[src/design/spf_pkg.sv]
`timescale 1ns / 1ps
`default_nettype none

package spf_pkg;

   localparam int WORD_BITS      = 32;
   localparam int FRAC_BITS      = 16;
   localparam int CFG_BITS       = 31;
   localparam int DIR_BITS       = 18;
   localparam int QUO_BITS       = WORD_BITS - 1;
   localparam int CSR_INDEX_BITS = 3;

   typedef logic signed [WORD_BITS-1:0] word_type;
   typedef logic signed [DIR_BITS-1:0]  dir_type;
   typedef logic        [CFG_BITS-1:0]  cfg_type;
   typedef logic        [QUO_BITS-1:0]  quo_type;

   localparam cfg_type  CFG_ONE  = CFG_BITS'(1) << FRAC_BITS;
   localparam word_type WORD_MAX = {1'b0, {(WORD_BITS-1){1'b1}}};
   localparam word_type WORD_MIN = {1'b1, {(WORD_BITS-1){1'b0}}};

   typedef enum logic [CSR_INDEX_BITS-1:0] {
      CSR_MASS_I,
      CSR_MASS_J,
      CSR_INV_MASS_I,
      CSR_INV_MASS_J,
      CSR_VISC_I,
      CSR_VISC_J
   } csr_index_type;

   // request fields carried alongside the dividers
   typedef struct packed {
      logic     live;
      logic     fault;
      word_type ux;
      word_type uy;
      word_type pi;
      word_type pj;
      word_type kg;
      dir_type  ex;
      dir_type  ey;
      cfg_type  r;
   } side_type;

   typedef struct packed {
      logic     live;
      logic     fault;
      word_type vi2;
      word_type vj2;
      word_type neta;
      word_type exk;
      word_type eyk;
      word_type pi;
      word_type pj;
      word_type kg;
      word_type r;
      word_type ux;
      word_type uy;
   } s1_type;

   typedef struct packed {
      logic     live;
      logic     fault;
      word_type s2;
      word_type ppi;
      word_type ppj;
      word_type ak;
      word_type exr;
      word_type eyr;
      word_type ux;
      word_type uy;
   } s2_type;

   typedef struct packed {
      logic     live;
      logic     fault;
      word_type pv;
      word_type vk;
      word_type exr;
      word_type eyr;
      word_type ux;
      word_type uy;
   } s3_type;

   typedef struct packed {
      logic     live;
      logic     fault;
      word_type tx;
      word_type ty;
      word_type qx;
      word_type qy;
   } s4_type;

   typedef struct packed {
      logic     live;
      logic     fault;
      word_type dx;
      word_type dy;
   } s5_type;

   typedef struct packed {
      logic     live;
      logic     fault;
      word_type aix;
      word_type aiy;
      word_type ajx;
      word_type ajy;
   } s6_type;

   typedef struct packed {
      word_type acc_i_x;
      word_type acc_i_y;
      word_type acc_j_x;
      word_type acc_j_y;
      logic     fault;
   } rsp_type;

   // exact product, floor shift, saturate
   function automatic word_type fmul(input word_type a, input word_type b);
      logic signed [2*WORD_BITS-1:0] prod;
      logic signed [2*WORD_BITS-1:0] shr;
      prod = (2*WORD_BITS)'(a) * (2*WORD_BITS)'(b);
      shr  = prod >>> FRAC_BITS;
      if ((&shr[2*WORD_BITS-1:WORD_BITS-1]) || !(|shr[2*WORD_BITS-1:WORD_BITS-1]))
         return shr[WORD_BITS-1:0];
      else if (shr[2*WORD_BITS-1])
         return WORD_MIN;
      else
         return WORD_MAX;
   endfunction

   function automatic word_type sat_add(input word_type a, input word_type b);
      logic [WORD_BITS:0] s;
      s = {a[WORD_BITS-1], a} + {b[WORD_BITS-1], b};
      if (s[WORD_BITS] != s[WORD_BITS-1])
         return s[WORD_BITS] ? WORD_MIN : WORD_MAX;
      return s[WORD_BITS-1:0];
   endfunction

   function automatic word_type sat_neg(input word_type a);
      if (a == WORD_MIN)
         return WORD_MAX;
      return -a;
   endfunction

endpackage

`default_nettype wire

[src/design/spf_div.sv]
`timescale 1ns / 1ps
`default_nettype none

module spf_div #(
   parameter int NUM_W = 47,
   parameter int DEN_W = 31
) (
   input  wire logic                         clock,
   input  wire logic                         en,
   input  wire logic [NUM_W-1:0]             num,
   input  wire logic [DEN_W-1:0]             den,
   output logic      [spf_pkg::QUO_BITS-1:0] quo
);

   localparam int QW    = spf_pkg::QUO_BITS;
   localparam int HI_W  = NUM_W - QW;
   localparam int CMP_W = (HI_W > DEN_W) ? HI_W : DEN_W;

   logic [CMP_W-1:0] hi_ext;
   logic [CMP_W-1:0] den_ext;

   logic [DEN_W-1:0] rem_ff  [0:QW];
   logic [QW-1:0]    numq_ff [0:QW];
   logic [DEN_W-1:0] den_ff  [0:QW-1];
   logic             ovf_ff  [0:QW];

   logic [DEN_W-1:0] rem_in  [1:QW];
   logic [QW-1:0]    numq_in [1:QW];
   logic [DEN_W:0]   trial   [1:QW];
   logic [DEN_W:0]   diff    [1:QW];
   logic             ge      [1:QW];

   assign hi_ext  = CMP_W'(num[NUM_W-1:QW]);
   assign den_ext = CMP_W'(den);

   // one quotient bit per stage, restoring
   always_comb begin
      for (int k = 1; k <= QW; k++) begin
         trial[k]   = {rem_ff[k-1], numq_ff[k-1][QW-1]};
         diff[k]    = trial[k] - {1'b0, den_ff[k-1]};
         ge[k]      = trial[k] >= {1'b0, den_ff[k-1]};
         rem_in[k]  = ge[k] ? diff[k][DEN_W-1:0] : trial[k][DEN_W-1:0];
         numq_in[k] = {numq_ff[k-1][QW-2:0], ge[k]};
      end
   end

   always_ff @(posedge clock) begin
      if (en) begin
         rem_ff[0]  <= hi_ext[DEN_W-1:0];
         numq_ff[0] <= num[QW-1:0];
         den_ff[0]  <= den;
         ovf_ff[0]  <= hi_ext >= den_ext;
         for (int k = 1; k <= QW; k++) begin
            rem_ff[k]  <= rem_in[k];
            numq_ff[k] <= numq_in[k];
            ovf_ff[k]  <= ovf_ff[k-1];
         end
         for (int k = 1; k < QW; k++) begin
            den_ff[k] <= den_ff[k-1];
         end
      end
   end

   assign quo = ovf_ff[QW] ? {QW{1'b1}} : numq_ff[QW];

endmodule

`default_nettype wire
[config.mk]
export PLATFORM = sky130hd
export DESIGN_NAME = spf_div
export DESIGN_NICKNAME = d
export VERILOG_FILES = /design/src/design/spf_pkg.sv /design/src/design/spf_div.sv
export SDC_FILE = /design/constraint.sdc
export NUM_CORES = 2
export LEC_CHECK = 0
export BUFFER_PORTS_ARGS = -buffer_cell sky130_fd_sc_hd__buf_2
export CAP_MARGIN = 20
export CORE_MARGIN = 5
export CORE_UTILIZATION = 60
export CTS_BUF_LIST = sky130_fd_sc_hd__clkbuf_4
export CTS_CLUSTER_DIAMETER = 30
export DETAILED_ROUTE_END_ITERATION = 8
export PLACE_DENSITY_LB_ADDON = 0.05
export SETUP_SLACK_MARGIN = 0.02
export SYNTH_ARGS = -nofsm -noshare
export SYNTH_HDL_FRONTEND = slang
export SYNTH_SLANG_ARGS = --single-unit
[constraint.sdc]
create_clock -name clock -period 4.29 [get_ports clock]
set_clock_uncertainty 0.1 [all_clocks]
set_input_delay 0.2145 -clock clock [delete_from_list [all_inputs] [get_ports clock]]
set_output_delay 0.2145 -clock clock [all_outputs]
set_load 0.005 [all_outputs]
==> results_dict.tcl <==
set metrics [dict create \
    status "completed" \
    max_cap_viol_count 0 \
    num-fill-cells 18100 \
    max_slew.worst_pin.slew_ns 0.807 \
    vias_per_cell 5.76 \
    cts.clk_slew.worst_paths_ns 0.07 \
    crit_arrival_ns 5.10 \
    required_ns 5.29 \
    io_buffers 110 \
    htreeDepth 6 \
    synth_fp_nets 13100 \
    post-route-util_pct 67.8 \
    finalMaxSlewViolations 0 \
    drt_iter0_markers 7774 \
    path_class "flop to flop" \
    final_cell_mix "2931 x edfxtp_1, 1213 x inv_1, 1039 x clkbuf_4" \
    syn_area_sq_um 149000 \
    async_reset_ff_share_pct 0 \
    power_leakage_nw 68.7 \
    nets 14100 \
    synth-main-ff-cell "edfxtp_1" \
    dpl.cell_count 15400 \
    worstSkewPairLatency_ns 1.36 \
    grt-busiest-layer "met2" \
    final_common_cell "edfxtp_1" \
    vias 97400 \
    peakVddDrop_mv 0.493 \
    grt_max_degree 129 \
    max_freq_ghz 0.244 \
    post-route-drc-count 0 \
    rrSetupSlack_ns 0.19 \
    rsz0062_at_grt "false" \
    die_area_sq_um 258000 \
    cp_max_fo 30 \
    crit_path_end_kind "flop" \
    numCtsBuffers 765 \
    wire_per_inst_um 20.5 \
    globalRouteTotalUtil_pct 26.3 \
    postSynthAreaPerCell_sq_um 12.4 \
    cpLargestDelayFamily "compound AO/OA/AOI/OAI gates" \
    firstDrtPassIters 8 \
    seq_area_sq_um 88000 \
    instances_no_fill 16900 \
    die_w_um 508 \
    gr-total-overflow 0 \
    clock_path_buffers 4 \
    area_growth_pct 12.2 \
    syn_inst 12000 \
    synth-seq-area-share_pct 59.2 \
    die_y_um 508 \
    fin_setup_tns_ns 0 \
    crit_path_top_delay_cell "edfxtp_1" \
    ys_warn_count 0 \
    power.density_nw_per_um2 723 \
    cts_tree "yes" \
    worstHoldPathType "primary input to flop" \
    postRouteAntennaNets 0 \
    yosysTopAreaCell "edfxtp_1" \
    core_sq_um 246000 \
    cts_root_buffer "clkbuf_4" \
    critical-path-max-stage-delay_ns 0.48 \
    std_cell_rows 182 \
    start_util_pct 60.4 \
    min_period_ns 4.10 \
    synthDistinctLibCells 104 \
    holdWs_ns 0.208 \
    hold_violations 0 \
    grt_use_met1_pct 34.2 \
    synthTopCellsByArea "edfxtp_1 59%, ha_1 8.1%, a21oi_1 3.4%" \
    synth-edff-count 2931 \
    slew_headroom_pct 44.8 \
    place_hpwl_um 248000 \
    worstPathBufferInverterCount 2 \
    drive_gt1_share_pct 14.9 \
    ys_ff_latch 2931 \
    startpoint_type "flop" \
    multi_input_comb_area_sq_um 55200 \
    antenna_found_initial 9 \
    finalCritPeriodShare_pct 95.6 \
    ioPinCount 111 \
    use_met3_pct 3.98 \
    grt_first_pass_wirelength_um 536000 \
    netlist.area_leader.share_pct 59.2 \
    grt_pass1_vias 96400 \
    wirelength_um 346000 \
    crit_chain "ha_1 > fa_1 > nor2b_1 > o2111ai_1 > nand3_1 > a41oi_1 > o21ai_1 > a21bo_2 > o2111ai_2 > nand2_2 > buf_12 > buf_4 > nor2_1 > a21oi_1" \
    setup_viol 0 \
    cts.sinks 2931 \
    met2_usage_pct 45.1 \
    gp_congestion 0.941 \
]
==> path summary, 6_finish.rpt <==
check / startpoint / end / depth (start not counted)
worst min register to register: numq_ff[1][246] / numq_ff[1][278] / 0
worst max-delay path: den_ff[0][217] / rem_ff[0][253] / 14
worst min-delay path: den[3] / den_ff[0][3] / 3
worst max register to register: den_ff[0][217] / rem_ff[0][253] / 14
==> area by class of cell <==
type / instances / area share [%]
clock buffer: 1039 / 4.68
timing repair buffer: 515 / 2.85
tap: 3312 / 2.48
inverter: 1216 / 2.74
sequential: 2931 / 52.8
antenna: 10 / 0.0150
multi-input combinational: 7617 / 33.1
clock inverter: 284 / 1.39
==> synth_stat cells (30+ instances only) <==
| master | count |
|---|---|
| or3_1 | 51 |
| a21boi_0 | 46 |
| nor4_1 | 30 |
| xor2_1 | 306 |
| mux2_2 | 374 |
| o31ai_1 | 62 |
| o21bai_1 | 131 |
| ha_1 | 963 |
| clkbuf_1 | 146 |
| a21o_1 | 518 |
| o21ai_0 | 565 |
| nand4_1 | 131 |
| buf_2 | 61 |
| and4_1 | 35 |
| nor3_1 | 120 |
| nand3_1 | 175 |
| xnor2_1 | 475 |
| o211ai_1 | 51 |
| nor2_1 | 724 |
| nand2_1 | 618 |
| a31oi_1 | 121 |
| inv_1 | 1215 |
| nor2b_1 | 135 |
| a21oi_1 | 999 |
| or2_2 | 71 |
| mux2i_1 | 31 |
| and3_1 | 86 |
| o21a_1 | 101 |
| edfxtp_1 | 2931 |
| mux2_4 | 45 |
| a211oi_1 | 67 |
| fa_1 | 30 |
| nand2b_1 | 128 |
| and2_1 | 41 |
==> metrics by stage <==
| step | setup WS, ns | power (W) | area, sq um |
|---|---|---|---|
| final | 0.191 | 0.121 | 167000 |
| after global routing | 0.0378 | 0.129 | 167000 |
| after detailed placement | 0.149 | 0.0950 | 154000 |
| after CTS | 0.0996 | 0.121 | 167000 |
| after global placement | 0.135 | 0.0940 | 154000 |
| after floorplan | 0.739 | 0.0814 | 149000 |
==> timing repair <==
action | in CTS | in global routing
hold endpoints to repair | 3010 | 0
buffers inserted | 0 | 0
gates resized for setup | 1 | 13
hold buffers | 234 | 0
endpoints found under the setup margin | 2 | 108
==> registers in the layout (all words and copies together) (netlist names) <==
name / cells
rem_ff: 946
numq_ff: 992
den_ff: 961
ovf_ff: 32
==> kinds of logic after synthesis <==
kind of cell / Yosys count / share of synthesized area, %
AO/OA/AOI/OAI: 2979 / 12.6
XOR/XNOR: 781 / 4.60
adder cells (fa/ha/maj): 993 / 8.51
buffers and inverters: 1444 / 3.75
flip-flops: 2931 / 59.2
multiplexers: 451 / 3.50
AND/OR/NAND/NOR: 2413 / 7.80
==> where the power goes <==
part	leakage [nW]	internal (W)	switching [W]
clock network	5.93	0.0134	0.0116
registers	28.6	0.0405	0.00442
logic	34.1	0.0227	0.0279
==> layer usage <==
| layer | vias up | wire, um |
|---|---|---|
| met3 | 655 | 18800 |
| met2 | 3058 | 170000 |
| met4 | 2 | 12200 |
| met5 | - | 20 |
| li1 | 46900 | - |
| met1 | 46800 | 145000 |
==> tightest hold or removal path, stage by stage <==
cell and delay [ns]:
dlygate4sd3_1 0.53, buf_2 0.16, dlygate4sd3_1 0.61
(Power assumes the default switching activity.)
